--- src/hdl/foba_pkg.sv ---
`timescale 1ns / 1ps
// ----------------------------------------------------------------------------
// foba_pkg
// Shared types, constants and band edge tables of the octave band accumulator.
// ----------------------------------------------------------------------------
package foba_pkg;

  localparam int FRAME_BINS_DEF  = 1024;
  localparam int BIN_LIMIT_DEF   = 1000;
  localparam int QUEUE_DEPTH_DEF = 4;

  localparam int CNT_W     = 11;
  localparam int BAND_W    = 5;
  localparam int CHAN_W    = 2;
  localparam int BIN_W     = 16;
  localparam int SUM_W     = 16;
  localparam int EDGE_W    = 10;
  localparam int CFG_IDX_W = 2;
  localparam int CFG_DAT_W = 16;

  localparam logic [CNT_W-1:0]  CNT_MAX         = '1;
  localparam logic [BAND_W:0]   THIRD_BANDS     = 6'd20;
  localparam logic [BAND_W:0]   OCTAVE_BANDS    = 6'd10;
  localparam logic [SUM_W-1:0]  NOISE_FLOOR_RST = 16'd8;
  localparam logic [SUM_W-1:0]  SUM_MAX         = '1;

  typedef enum logic [CFG_IDX_W-1:0] {
    REG_SENSOR_MODE = 2'd0,
    REG_NOISE_FLOOR = 2'd1
  } cfg_reg_e;

  typedef enum logic {
    CMD_CLEAR = 1'b0,
    CMD_BIN   = 1'b1
  } cmd_kind_e;

  typedef struct packed {
    cmd_kind_e                kind;
    logic                     close;
    logic                     last;
    logic [BAND_W-1:0]        band;
    logic [CHAN_W-1:0]        chan;
    logic signed [BIN_W-1:0]  re;
    logic signed [BIN_W-1:0]  im;
  } cmd_t;

  function automatic logic [EDGE_W-1:0] third_edge(input logic [BAND_W-1:0] idx);
    logic [EDGE_W-1:0] e;
    case (idx)
      5'd0:  e = 10'd1;
      5'd1:  e = 10'd1;
      5'd2:  e = 10'd1;
      5'd3:  e = 10'd2;
      5'd4:  e = 10'd3;
      5'd5:  e = 10'd3;
      5'd6:  e = 10'd4;
      5'd7:  e = 10'd6;
      5'd8:  e = 10'd7;
      5'd9:  e = 10'd9;
      5'd10: e = 10'd12;
      5'd11: e = 10'd15;
      5'd12: e = 10'd19;
      5'd13: e = 10'd24;
      5'd14: e = 10'd31;
      5'd15: e = 10'd38;
      5'd16: e = 10'd49;
      5'd17: e = 10'd62;
      5'd18: e = 10'd79;
      5'd19: e = 10'd99;
      default: e = '0;
    endcase
    return e;
  endfunction

  function automatic logic [EDGE_W-1:0] octave_edge(input logic [BAND_W-1:0] idx);
    logic [EDGE_W-1:0] e;
    case (idx)
      5'd0:  e = 10'd1;
      5'd1:  e = 10'd2;
      5'd2:  e = 10'd4;
      5'd3:  e = 10'd8;
      5'd4:  e = 10'd17;
      5'd5:  e = 10'd35;
      5'd6:  e = 10'd68;
      5'd7:  e = 10'd137;
      5'd8:  e = 10'd275;
      5'd9:  e = 10'd550;
      default: e = '0;
    endcase
    return e;
  endfunction

endpackage

--- src/hdl/foba_front.sv ---
`timescale 1ns / 1ps
// ----------------------------------------------------------------------------
// foba_front
// Bin counting, frame tracking and band closing; issues commands to the queue.
// ----------------------------------------------------------------------------
module foba_front #(
  parameter int FRAME_BINS = foba_pkg::FRAME_BINS_DEF,
  parameter int BIN_LIMIT  = foba_pkg::BIN_LIMIT_DEF
) (
  input  logic                              clk_i,
  input  logic                              rst_ni,
  input  logic                              accept_i,
  input  logic [foba_pkg::CHAN_W-1:0]       channel_i,
  input  logic signed [foba_pkg::BIN_W-1:0] bin_real_i,
  input  logic signed [foba_pkg::BIN_W-1:0] bin_imag_i,
  input  logic                              first_bin_i,
  input  logic                              sensor_mode_i,
  output logic                              q_wr_o,
  output foba_pkg::cmd_t                    q_wdata_o
);

  logic [foba_pkg::CNT_W-1:0]  cnt_q, cnt_d, cnt_inc;
  logic [foba_pkg::BAND_W-1:0] band_q, band_d;
  logic                        fin_q, fin_d;
  logic [foba_pkg::BAND_W:0]   nbands;
  logic [foba_pkg::BAND_W:0]   band_nxt;
  logic [foba_pkg::EDGE_W-1:0] edge_bin;
  logic                        in_frame, close, last;

  always_comb begin
    cnt_inc  = (cnt_q == foba_pkg::CNT_MAX) ? cnt_q : cnt_q + 1'b1;
    in_frame = ({2'b00, cnt_inc} < 13'(FRAME_BINS));
    nbands   = sensor_mode_i ? foba_pkg::THIRD_BANDS : foba_pkg::OCTAVE_BANDS;
    band_nxt = {1'b0, band_q} + 1'b1;
    if ({1'b0, band_q} >= nbands) begin
      edge_bin = '0;
    end else if (sensor_mode_i) begin
      edge_bin = foba_pkg::third_edge(band_q);
    end else begin
      edge_bin = foba_pkg::octave_edge(band_q);
    end
    close = !(({1'b0, cnt_inc} < {2'b00, edge_bin}) &&
              ({1'b0, cnt_inc} < 12'(BIN_LIMIT)));
    last  = (band_nxt >= nbands);
  end

  always_comb begin
    cnt_d     = cnt_q;
    band_d    = band_q;
    fin_d     = fin_q;
    q_wr_o    = 1'b0;
    q_wdata_o = '{kind: foba_pkg::CMD_BIN, close: close, last: last, band: band_q,
                  chan: channel_i, re: bin_real_i, im: bin_imag_i};
    if (accept_i) begin
      if (first_bin_i) begin
        cnt_d          = '0;
        band_d         = '0;
        fin_d          = 1'b0;
        q_wr_o         = 1'b1;
        q_wdata_o.kind = foba_pkg::CMD_CLEAR;
      end else if (!fin_q) begin
        cnt_d = cnt_inc;
        if (in_frame) begin
          q_wr_o = 1'b1;
          if (close) begin
            if (last) begin
              fin_d = 1'b1;
            end else begin
              band_d = band_nxt[foba_pkg::BAND_W-1:0];
            end
          end
        end
      end
    end
  end

  always_ff @(posedge clk_i or negedge rst_ni) begin
    if (!rst_ni) begin
      cnt_q  <= '0;
      band_q <= '0;
      fin_q  <= 1'b1;
    end else begin
      cnt_q  <= cnt_d;
      band_q <= band_d;
      fin_q  <= fin_d;
    end
  end

endmodule

--- src/hdl/foba_queue.sv ---
`timescale 1ns / 1ps
// ----------------------------------------------------------------------------
// foba_queue
// Command queue between front and back; read data is registered on pop.
// ----------------------------------------------------------------------------
module foba_queue #(
  parameter int DEPTH = foba_pkg::QUEUE_DEPTH_DEF
) (
  input  logic           clk_i,
  input  logic           rst_ni,
  input  logic           wr_i,
  input  foba_pkg::cmd_t wdata_i,
  output logic           full_o,
  input  logic           rd_i,
  output logic           empty_o,
  output foba_pkg::cmd_t rdata_o
);

  localparam int PTR_W = (DEPTH > 1) ? $clog2(DEPTH) : 1;
  localparam int CNT_W = $clog2(DEPTH + 1);
  localparam logic [PTR_W-1:0] PTR_LAST = PTR_W'(DEPTH - 1);
  localparam logic [CNT_W-1:0] CNT_FULL = CNT_W'(DEPTH);

  foba_pkg::cmd_t   mem [DEPTH];
  foba_pkg::cmd_t   rdata_q;
  logic [PTR_W-1:0] wptr_q, wptr_d, rptr_q, rptr_d;
  logic [CNT_W-1:0] count_q, count_d;
  logic             do_wr, do_rd;

  assign full_o  = (count_q == CNT_FULL);
  assign empty_o = (count_q == '0);
  assign do_wr   = wr_i && !full_o;
  assign do_rd   = rd_i && !empty_o;
  assign rdata_o = rdata_q;

  always_comb begin
    wptr_d  = wptr_q;
    rptr_d  = rptr_q;
    count_d = count_q;
    if (do_wr) begin
      wptr_d = (wptr_q == PTR_LAST) ? '0 : wptr_q + 1'b1;
    end
    if (do_rd) begin
      rptr_d = (rptr_q == PTR_LAST) ? '0 : rptr_q + 1'b1;
    end
    if (do_wr && !do_rd) begin
      count_d = count_q + 1'b1;
    end else if (do_rd && !do_wr) begin
      count_d = count_q - 1'b1;
    end
  end

  always_ff @(posedge clk_i or negedge rst_ni) begin
    if (!rst_ni) begin
      wptr_q  <= '0;
      rptr_q  <= '0;
      count_q <= '0;
    end else begin
      wptr_q  <= wptr_d;
      rptr_q  <= rptr_d;
      count_q <= count_d;
    end
  end

  always_ff @(posedge clk_i) begin
    if (do_wr) begin
      mem[wptr_q] <= wdata_i;
    end
    if (do_rd) begin
      rdata_q <= mem[rptr_q];
    end
  end

  a_count_range: assert property (@(posedge clk_i) disable iff (!rst_ni)
    count_q <= CNT_FULL) else $error("queue count beyond depth");
  a_empty_ptrs: assert property (@(posedge clk_i) disable iff (!rst_ni)
    (count_q == '0) |-> (wptr_q == rptr_q)) else $error("empty queue with pointers apart");
  a_full_ptrs: assert property (@(posedge clk_i) disable iff (!rst_ni)
    (count_q == CNT_FULL) |-> (wptr_q == rptr_q)) else $error("full queue with pointers apart");

endmodule

--- src/hdl/foba_back.sv ---
`timescale 1ns / 1ps
// ----------------------------------------------------------------------------
// foba_back
// Magnitude by iterative square root, band accumulation and result register.
// ----------------------------------------------------------------------------
module foba_back (
  input  logic                          clk_i,
  input  logic                          rst_ni,
  input  logic                          q_empty_i,
  output logic                          q_rd_o,
  input  foba_pkg::cmd_t                q_rdata_i,
  input  logic [foba_pkg::SUM_W-1:0]    noise_floor_i,
  input  logic                          pop_i,
  output logic                          empty_o,
  output logic [foba_pkg::CHAN_W-1:0]   axis_o,
  output logic [foba_pkg::BAND_W-1:0]   band_index_o,
  output logic [foba_pkg::SUM_W-1:0]    band_sum_o,
  output logic                          last_band_o
);

  typedef enum logic [4:0] {
    S_IDLE   = 5'b00001,
    S_DECODE = 5'b00010,
    S_LOAD   = 5'b00100,
    S_ROOT   = 5'b01000,
    S_ACC    = 5'b10000
  } state_e;

  state_e                      state_q, state_d;
  logic [31:0]                 sqa_q, sqb_q;
  logic [31:0]                 n_q, n_d, root_q, root_d, bit_q, bit_d, trial;
  logic [foba_pkg::SUM_W-1:0]  acc_q, acc_d, mag, acc_new;
  logic [foba_pkg::SUM_W:0]    acc_sum;
  logic                        ovalid_q, ovalid_d, can_emit, emit;
  logic signed [31:0]          prod_re, prod_im;

  assign prod_re  = q_rdata_i.re * q_rdata_i.re;
  assign prod_im  = q_rdata_i.im * q_rdata_i.im;
  assign trial    = root_q + bit_q;
  assign mag      = root_q[foba_pkg::SUM_W-1:0];
  assign acc_sum  = {1'b0, acc_q} + {1'b0, mag};
  assign can_emit = !ovalid_q || pop_i;
  assign empty_o  = !ovalid_q;

  always_comb begin
    acc_new = acc_q;
    if (mag > noise_floor_i) begin
      acc_new = acc_sum[foba_pkg::SUM_W] ? foba_pkg::SUM_MAX
                                         : acc_sum[foba_pkg::SUM_W-1:0];
    end
  end

  always_comb begin
    state_d  = state_q;
    n_d      = n_q;
    root_d   = root_q;
    bit_d    = bit_q;
    acc_d    = acc_q;
    ovalid_d = ovalid_q && !pop_i;
    q_rd_o   = 1'b0;
    emit     = 1'b0;
    case (state_q)
      S_IDLE: begin
        if (!q_empty_i) begin
          q_rd_o  = 1'b1;
          state_d = S_DECODE;
        end
      end
      S_DECODE: begin
        if (q_rdata_i.kind == foba_pkg::CMD_CLEAR) begin
          acc_d   = '0;
          state_d = S_IDLE;
        end else begin
          state_d = S_LOAD;
        end
      end
      S_LOAD: begin
        n_d     = sqa_q + sqb_q;
        root_d  = '0;
        bit_d   = 32'h4000_0000;
        state_d = S_ROOT;
      end
      S_ROOT: begin
        if (n_q >= trial) begin
          n_d    = n_q - trial;
          root_d = (root_q >> 1) + bit_q;
        end else begin
          root_d = root_q >> 1;
        end
        bit_d = bit_q >> 2;
        if (bit_q == 32'd1) begin
          state_d = S_ACC;
        end
      end
      S_ACC: begin
        if (!q_rdata_i.close) begin
          acc_d   = acc_new;
          state_d = S_IDLE;
        end else if (can_emit) begin
          emit     = 1'b1;
          ovalid_d = 1'b1;
          acc_d    = '0;
          state_d  = S_IDLE;
        end
      end
      default: state_d = S_IDLE;
    endcase
  end

  always_ff @(posedge clk_i or negedge rst_ni) begin
    if (!rst_ni) begin
      state_q  <= S_IDLE;
      acc_q    <= '0;
      ovalid_q <= 1'b0;
    end else begin
      state_q  <= state_d;
      acc_q    <= acc_d;
      ovalid_q <= ovalid_d;
    end
  end

  always_ff @(posedge clk_i) begin
    if (state_q == S_DECODE) begin
      sqa_q <= $unsigned(prod_re);
      sqb_q <= $unsigned(prod_im);
    end
    n_q    <= n_d;
    root_q <= root_d;
    bit_q  <= bit_d;
    if (emit) begin
      axis_o       <= q_rdata_i.chan;
      band_index_o <= q_rdata_i.band;
      band_sum_o   <= acc_new;
      last_band_o  <= q_rdata_i.last;
    end
  end

  a_load_root: assert property (@(posedge clk_i) disable iff (!rst_ni)
    (state_q == S_LOAD) |=> (state_q == S_ROOT && root_q == '0 && bit_q == 32'h4000_0000))
    else $error("root not seeded on load");
  a_mag_range: assert property (@(posedge clk_i) disable iff (!rst_ni)
    (state_q == S_ACC) |-> (root_q <= 32'd46340)) else $error("magnitude out of range");
  a_emit_shows: assert property (@(posedge clk_i) disable iff (!rst_ni)
    emit |=> !empty_o) else $error("closed band not presented");
  a_wait_full: assert property (@(posedge clk_i) disable iff (!rst_ni)
    (state_q == S_ACC && q_rdata_i.close && !can_emit) |=> (state_q == S_ACC))
    else $error("band closed while result register busy");

endmodule

--- src/hdl/fft_octave_band_accumulator_top.sv ---
`timescale 1ns / 1ps
// ----------------------------------------------------------------------------
// fft_octave_band_accumulator_top
// Octave and third-octave band sums over a stream of FFT bins.
// ----------------------------------------------------------------------------
// Channel   Handshake         Payload
// bins in   push / full       channel_i, bin_real_i, bin_imag_i, first_bin_i
// bands out empty / pop       axis_o, band_index_o, band_sum_o, last_band_o
// config    cfg_we_i          cfg_idx_i, cfg_data_i
//
// A bin inside the frame passes the back end in order: fetch, square,
// load, 16 square root steps, accumulate. A first bin only fetches and clears; ignored bins skip it.
// The front takes one item per cycle until the command queue fills.
// Reset clears counters and queue and empties the result register; noise floor resets to 8.
// A closing band waits while the result register holds an untaken result.
// ----------------------------------------------------------------------------
module fft_octave_band_accumulator_top #(
  parameter int FRAME_BINS  = foba_pkg::FRAME_BINS_DEF,
  parameter int BIN_LIMIT   = foba_pkg::BIN_LIMIT_DEF,
  parameter int QUEUE_DEPTH = foba_pkg::QUEUE_DEPTH_DEF
) (
  input  logic                                 clk_i,
  input  logic                                 rst_ni,
  input  logic                                 push,
  output logic                                 full,
  input  logic [foba_pkg::CHAN_W-1:0]          channel_i,
  input  logic signed [foba_pkg::BIN_W-1:0]    bin_real_i,
  input  logic signed [foba_pkg::BIN_W-1:0]    bin_imag_i,
  input  logic                                 first_bin_i,
  output logic                                 empty,
  input  logic                                 pop,
  output logic [foba_pkg::CHAN_W-1:0]          axis_o,
  output logic [foba_pkg::BAND_W-1:0]          band_index_o,
  output logic [foba_pkg::SUM_W-1:0]           band_sum_o,
  output logic                                 last_band_o,
  input  logic                                 cfg_we_i,
  input  logic [foba_pkg::CFG_IDX_W-1:0]       cfg_idx_i,
  input  logic [foba_pkg::CFG_DAT_W-1:0]       cfg_data_i
);

  logic                       sensor_mode_q;
  logic [foba_pkg::SUM_W-1:0] noise_floor_q;
  logic                       q_wr, q_rd, q_empty;
  foba_pkg::cmd_t             q_wdata, q_rdata;

  always_ff @(posedge clk_i or negedge rst_ni) begin
    if (!rst_ni) begin
      sensor_mode_q <= 1'b0;
      noise_floor_q <= foba_pkg::NOISE_FLOOR_RST;
    end else if (cfg_we_i) begin
      case (cfg_idx_i)
        foba_pkg::REG_SENSOR_MODE: sensor_mode_q <= cfg_data_i[0];
        foba_pkg::REG_NOISE_FLOOR: noise_floor_q <= cfg_data_i;
        default: ;
      endcase
    end
  end

  foba_front #(
    .FRAME_BINS (FRAME_BINS),
    .BIN_LIMIT  (BIN_LIMIT)
  ) u_front (
    .clk_i         (clk_i),
    .rst_ni        (rst_ni),
    .accept_i      (push && !full),
    .channel_i     (channel_i),
    .bin_real_i    (bin_real_i),
    .bin_imag_i    (bin_imag_i),
    .first_bin_i   (first_bin_i),
    .sensor_mode_i (sensor_mode_q),
    .q_wr_o        (q_wr),
    .q_wdata_o     (q_wdata)
  );

  foba_queue #(
    .DEPTH (QUEUE_DEPTH)
  ) u_queue (
    .clk_i   (clk_i),
    .rst_ni  (rst_ni),
    .wr_i    (q_wr),
    .wdata_i (q_wdata),
    .full_o  (full),
    .rd_i    (q_rd),
    .empty_o (q_empty),
    .rdata_o (q_rdata)
  );

  foba_back u_back (
    .clk_i         (clk_i),
    .rst_ni        (rst_ni),
    .q_empty_i     (q_empty),
    .q_rd_o        (q_rd),
    .q_rdata_i     (q_rdata),
    .noise_floor_i (noise_floor_q),
    .pop_i         (pop),
    .empty_o       (empty),
    .axis_o        (axis_o),
    .band_index_o  (band_index_o),
    .band_sum_o    (band_sum_o),
    .last_band_o   (last_band_o)
  );

endmodule

--- config.mk ---
export PLATFORM = sky130hd
export DESIGN_NAME = fft_octave_band_accumulator_top
export DESIGN_NICKNAME = d
export VERILOG_FILES = /design/src/hdl/foba_pkg.sv /design/src/hdl/foba_front.sv /design/src/hdl/foba_queue.sv /design/src/hdl/foba_back.sv /design/src/hdl/fft_octave_band_accumulator_top.sv
export SDC_FILE = /design/constraint.sdc
export NUM_CORES = 2
export LEC_CHECK = 0
export BUFFER_PORTS_ARGS = -buffer_cell sky130_fd_sc_hd__buf_2
export CAP_MARGIN = 10
export CELL_PAD_IN_SITES_DETAIL_PLACEMENT = 0
export CELL_PAD_IN_SITES_GLOBAL_PLACEMENT = 1
export CORE_MARGIN = 3
export CORE_UTILIZATION = 24
export DETAILED_ROUTE_END_ITERATION = 6
export GPL_ROUTABILITY_DRIVEN = 0
export PLACE_DENSITY = 0.46
export SLEW_MARGIN = 30
export SYNTH_ARGS = -nofsm -noshare
export SYNTH_HDL_FRONTEND = slang
export SYNTH_SLANG_ARGS = --single-unit
--- constraint.sdc ---
create_clock -name clk_i -period 9.85 [get_ports clk_i]
set_input_delay 1.97 -clock clk_i [delete_from_list [all_inputs] [get_ports clk_i]]
set_output_delay 1.97 -clock clk_i [all_outputs]
set_load 0.01 [all_outputs]
After elaboration in Yosys (flattened, before gate mapping):

Memory sizes are Yosys's and may differ from the RTL's. A register that Yosys moved wholly into a read port is not among the register bits.
Index checks and enable logic that the tools add are counted.

* register bits after elaboration: 247
* memory bits (writable): 168
* memory bits (read-only): 384
* input port bits: 58
* output and inout port bits: 26
* logic and storage cells: 144
* memories: 3

* add/sub/neg operators: 11
* multipliers: 2
* $lt $le $gt $ge: 7
* equal/unequal tests: 19
* mux-type cells: 54
* reductions and logical operators: 28

Memory list
* (name not given): words 32, bits a word 7, rd ports 1, clocked after memory_dff 0, wr ports 0, line foba_pkg.sv:49 `case (idx)`
* u_queue.mem: words 4, bits a word 42, rd ports 1, clocked after memory_dff 1, wr ports 1, line foba_queue.sv:24 `foba_pkg::cmd_t mem [DEPTH];`
* (name not given): words 16, bits a word 10, rd ports 1, clocked after memory_dff 0, wr ports 0, line foba_pkg.sv:77 `case (idx)`

Operator list (count)
* $pmux 32 s2: 3
* $mux 16: 5
* $add 32x32->32: 2
* $mul 16x16->32: 2
* $mux 32: 2
* $mux 5: 10
* $mux 11: 3
* $add 31x32->32: 1
* $eq 32x1->1 const B: 1
* $ge 32x32->1: 1
* $pmux 16 s2: 1
* $sub 32x32->32: 1
* $mux 10: 3
* $pmux 5 s5: 1
* $mux 1: 21
* $add 16x16->17: 1
* $gt 16x16->1: 1
* $add 11x1->11 const B: 1
* $eq 11x11->1 const B: 1
* $lt 11x10->1: 1
* $lt 11x10->1 const B: 1
* $lt 11x11->1 const B: 1
* $ne 2x2->1 const B: 5
* $mux 3: 3
* 26 further kinds: 49

Longest topological paths before layout:

* depth after elaboration: 12
* gate-level depth with buffers: 25
* mapped depth without buffers: 24

Hierarchy:

From an unflattened synthesis, not the netlist that was laid out.

* cells, all modules: 3867
* area, all modules: 41508.6 µm²

By module, submodules not included
* foba_back: instances 1, cells each 3239, area an instance 30717.0 µm², sequential area each 5536.6 µm²
* foba_queue: instances 1, cells each 300, area an instance 7796.2 µm², sequential area each 6481.2 µm²
* foba_front: instances 1, cells each 290, area an instance 2294.7 µm², sequential area each 426.7 µm²
* fft_octave_band_accumulator_top: instances 1, cells each 38, area an instance 700.7 µm², sequential area each 426.7 µm²

Least setup slack after synthesis:

OpenSTA, ideal clock, no wires.

* kind: reg2reg
* start point: register, netlist name u_queue.rdata_o[31]
* end point: register u_back.sqa_q[31], data pin
* setup time: 0.260 ns
* data arrival time: 6.123 ns
* required time: 9.590 ns
* slack: 3.467 ns
* stages on the path, launching flop included: 23
* period minus slack after synthesis: 6.383 ns
* cells stage by stage: edfxtp_1 > clkbuf_1 > inv_1 > buf_1 > nor2_1 > fa_1 > fa_1 > fa_1 > fa_1 > fa_1 > inv_1 > fa_1 > inv_1 > ha_1 > clkbuf_1 > nand4_1 > or3_1 > o41ai_1 > nor3b_1 > o31ai_1 > a211o_1 > a21oi_1 > xnor2_1

* longest elaborated chain between the ends: 1

Ends and longest elaborated chain
* $mul 16x16->32: line foba_back.sv:37 `assign prod_re = q_rdata_i.re * q_rdata_i.re;`
* net u_back.prod_re[31]: line foba_back.sv:35 `logic signed [31:0] prod_re, prod_im;`
* end signal: assignment: line foba_back.sv:124 `sqa_q <= $unsigned(prod_re);`
* end: declaration: line foba_back.sv:30 `logic [31:0] sqa_q, sqb_q;`

The timed path passes the listed nets, and every way through them passes these cells.
A chain may end at the register's enable or synchronous reset.

Worst setup path after layout:

* start point: register, netlist name u_queue.rdata_o[3]
* end point: register u_back.sqb_q[29], data pin

* longest elaborated chain between the ends: 1

Ends and longest elaborated chain
* $mul 16x16->32: line foba_back.sv:38 `assign prod_im = q_rdata_i.im * q_rdata_i.im;`
* net u_back.prod_im[29]: line foba_back.sv:35
* end signal: assignment: line foba_back.sv:125 `sqb_q <= $unsigned(prod_im);`
* end: declaration: line foba_back.sv:30

The timed path passes the listed nets, and every way through them passes these cells.

==> impl_metrics.yaml <==
logic_synthesis:
  synth-edff-count: 376
  ys_seq_elements: 439
  syn_area_um2: 41100
  synth_seq_area_share_pct: 31.3
  synth.distinct_cells: 84
  synthCells: 3880
  syn_nets: 4756
  ys_async_sr_fraction_pct: 14.4
  avgSynthCellArea_um2: 10.6
  synth_warnings: 0
  ys.flop_type: "edfxtp_1"
critical_path:
  worstSetupEndpointType: "flop"
  r2r_start: "u_queue.rdata_o[3]"
  startpoint_type: "flop"
  critical_path_class: "flop to flop"
  cp.required_ps: 10280
  worstPathArrival_ps: 7970
  regToRegSetupSlack_ps: 2310
  ff2ff_path_depth: 20
  r2r-end: "u_back.sqb_q[29]"
  cp_max_fo: 12
floorplan:
  start_util_pct: 24.2
  fp.dieW_um: 420
  dieArea_um2: 176000
  die_h_um: 420
  io_pins: 84
  fp.coreArea_um2: 170000
  num_rows: 151
clocking:
  cts_tree: "built"
  clkTransAtPathRegs_ps: 70
  cts_sinks: 439
  cts_resized: 0
  numCtsBuffers: 56
  postCtsHoldBufs: 0
  htree_levels: 2
  clk_path_buf_depth: 3
  cts_setup_buffers: 0
  ctsRootBufferMaster: "clkbuf_16"
  insertion_delay_ps: 680
min_path:
  hold_end: "u_back.band_index_o[0]"
  hold_path.class: "flop to flop"
  hold_depth: 0
  min-delay-start: "u_queue.rdata_o[34]"
global_route:
  grt_pass1_wl_um: 172000
  grt_max_degree: 64
  grt_pass1_vias: 29500
  grt_usage_pct: 12.6
  grt_overflow_total: 0
  antenna_found_initial: 4
routing:
  drt_iter0_drc: 1467
  vias: 27000
  wirelength_um: 108000
  drt-wirelength-per-cell_um: 17.4
  antenna_left: 0
  viasPerCell: 4.35
  detail_route.drc_violations: 0
  drt-pass1-iter-count: 5
sta:
  max_freq_mhz: 133
  max_slew_margin_pct: 36.0
  fin_skew_ps: 74.4
  final-setup-viol-count: 0
  min_period_over_period_pct: 76.5
  finalHoldViolations: 0
  maxSlewViolCount: 0
  tns_ps: 0
  finalCriticalPeriod_ps: 7540
  rsz0062_at_grt: "false"
  worst_pin_slew_ps: 956
cells_and_area:
  layout-drive-gt1-share_pct: 7.83
  nets: 4826
  area_growth_pct: 12.0
placed_design:
  dp_hpwl_um: 84500
  numPortBuffers: 83
status:
  status: "completed"
run:
  max_cap_viol_count: 0
-- Yosys cell counts, drive strengths merged, types with 8 or more instances --
cell      n  area [um^2]
a211oi   36          270
a21o     54          405
a21oi   163          816
a22o      9         78.8
a31o     17          149
a31oi    31          194
and2     77          482
and3     28          175
buf      17         80.1
clkbuf   81          304
dfrtp    60         1500
edfxtp  376        11300
fa      470         9410
ha      348         4350
inv     723         2710
mux2     20          225
mux2i    15          150
mux4     43          968
nand2   292         1100
nand2b   24          150
nand3    37          185
nand4    30          203
nor2    279         1050
nor2b    33          206
nor3     45          225
nor3b     8         60.1
nor4     13         96.3
o211ai   11         87.6
o21a     28          210
o21ai   131          656
o21bai   27          203
o22ai     8         50.1
o31ai    18          135
or2       9         56.3
or3      14         92.6
xnor2   131         1150
xor2     79          692
-- how the worst max path moves through the flow --
stage | start | endpoint | slack (ps) | depth (start not counted)
floorplan | u_queue.rdata_o[31] | u_back.sqa_q[31] | 3470 | 22
global placement | u_queue.rdata_o[3] | u_back.sqb_q[29] | 2230 | 22
detailed placement | u_queue.rdata_o[3] | u_back.sqb_q[29] | 2200 | 22
CTS | u_queue.rdata_o[3] | u_back.sqb_q[29] | 2230 | 22
global route | u_queue.rdata_o[15] | u_back.sqb_q[31] | 1620 | 20
finish | u_queue.rdata_o[3] | u_back.sqb_q[29] | 2310 | 20
-- kinds of logic after synthesis --
logic type	Yosys count	synth area share, %
AND/OR/NAND/NOR	911	10.4
buffers and inverters	824	7.57
adder cells (fa/ha/maj)	818	33.5
AO/OA/AOI/OAI	600	9.47
flip-flops	439	31.3
XOR/XNOR	210	4.48
multiplexers	78	3.27
-- registers in the layout, summed over array words and instances (netlist names) --
register,cells
noise_floor_q,16
sensor_mode_q,1
u_back.acc_q,16
u_back.axis_o,2
u_back.band_index_o,5
u_back.band_sum_o,16
u_back.bit_q,16
u_back.last_band_o,1
u_back.n_q,32
u_back.ovalid_q,1
u_back.root_q,32
u_back.sqa_q,31
u_back.sqb_q,31
u_back.state_q,5
u_front.band_q,5
u_front.cnt_q,11
u_front.fin_q,1
u_queue.count_q,3
u_queue.mem,168
u_queue.rdata_o,42
u_queue.rptr_q,2
u_queue.wptr_q,2
-- cell usage in the layout, fill, tap and decap left out, drive strengths merged, types with 79 or more instances in the layout --
cell	count
inv	731
nor2	279
edfxtp	376
ha	348
a21oi	163
fa	470
xor2	79
o21ai	131
buf	110
nand2	292
xnor2	131
-- critical path, cell delays in order, from the launching register on --
cell       delay, ps
edfxtp_1         720
clkinv_1         520
nor2_1           370
fa_1             620
fa_1             570
fa_1             440
fa_1             500
fa_1             490
inv_1             50
fa_1             470
inv_1             40
ha_1             340
nand2_1           70
o21ai_0          290
nor3_1           110
a2111oi_0        780
o311ai_1         240
a21oi_1          300
o21ai_1          130
nor2b_1          150
xnor2_1          120
-- through the flow --
step	instance area [um^2]	setup slack (ps)	hold WS [ps]	util [%]	instances
after floorplan	41100	3470	400	-	3880
after global placement	44100	2230	406	26.0	6110
after detailed placement	44100	2200	412	26.0	6110
after CTS	46000	2230	423	27.1	6214
after global routing	46000	1620	429	27.1	6214
final	46000	2310	427	27.1	6219
-- layout make-up --
cell class,instances,area [um^2]
Timing Repair Buffer,110,621
Inverter,726,2730
Clock inverter,38,364
Multi-Input combinational cell,2617,25100
Sequential cell,439,12900
Tap cell,2218,2780
Clock buffer,66,1470
Fill cell,18000,124000
Antenna cell,5,12.5
-- per-layer routing --
metal	global-route usage, %	part of all wire [%]	vias up
li1	-	-	13100
met1	16.8	46	13500
met2	21.7	49	286
met3	1.49	2.5	112
met4	2.95	2.1	0
met5	0	0	-
Power is left out: the tool's default activity adds up to more than one toggle a clock period on the data nets, which glitch-free logic cannot reach.
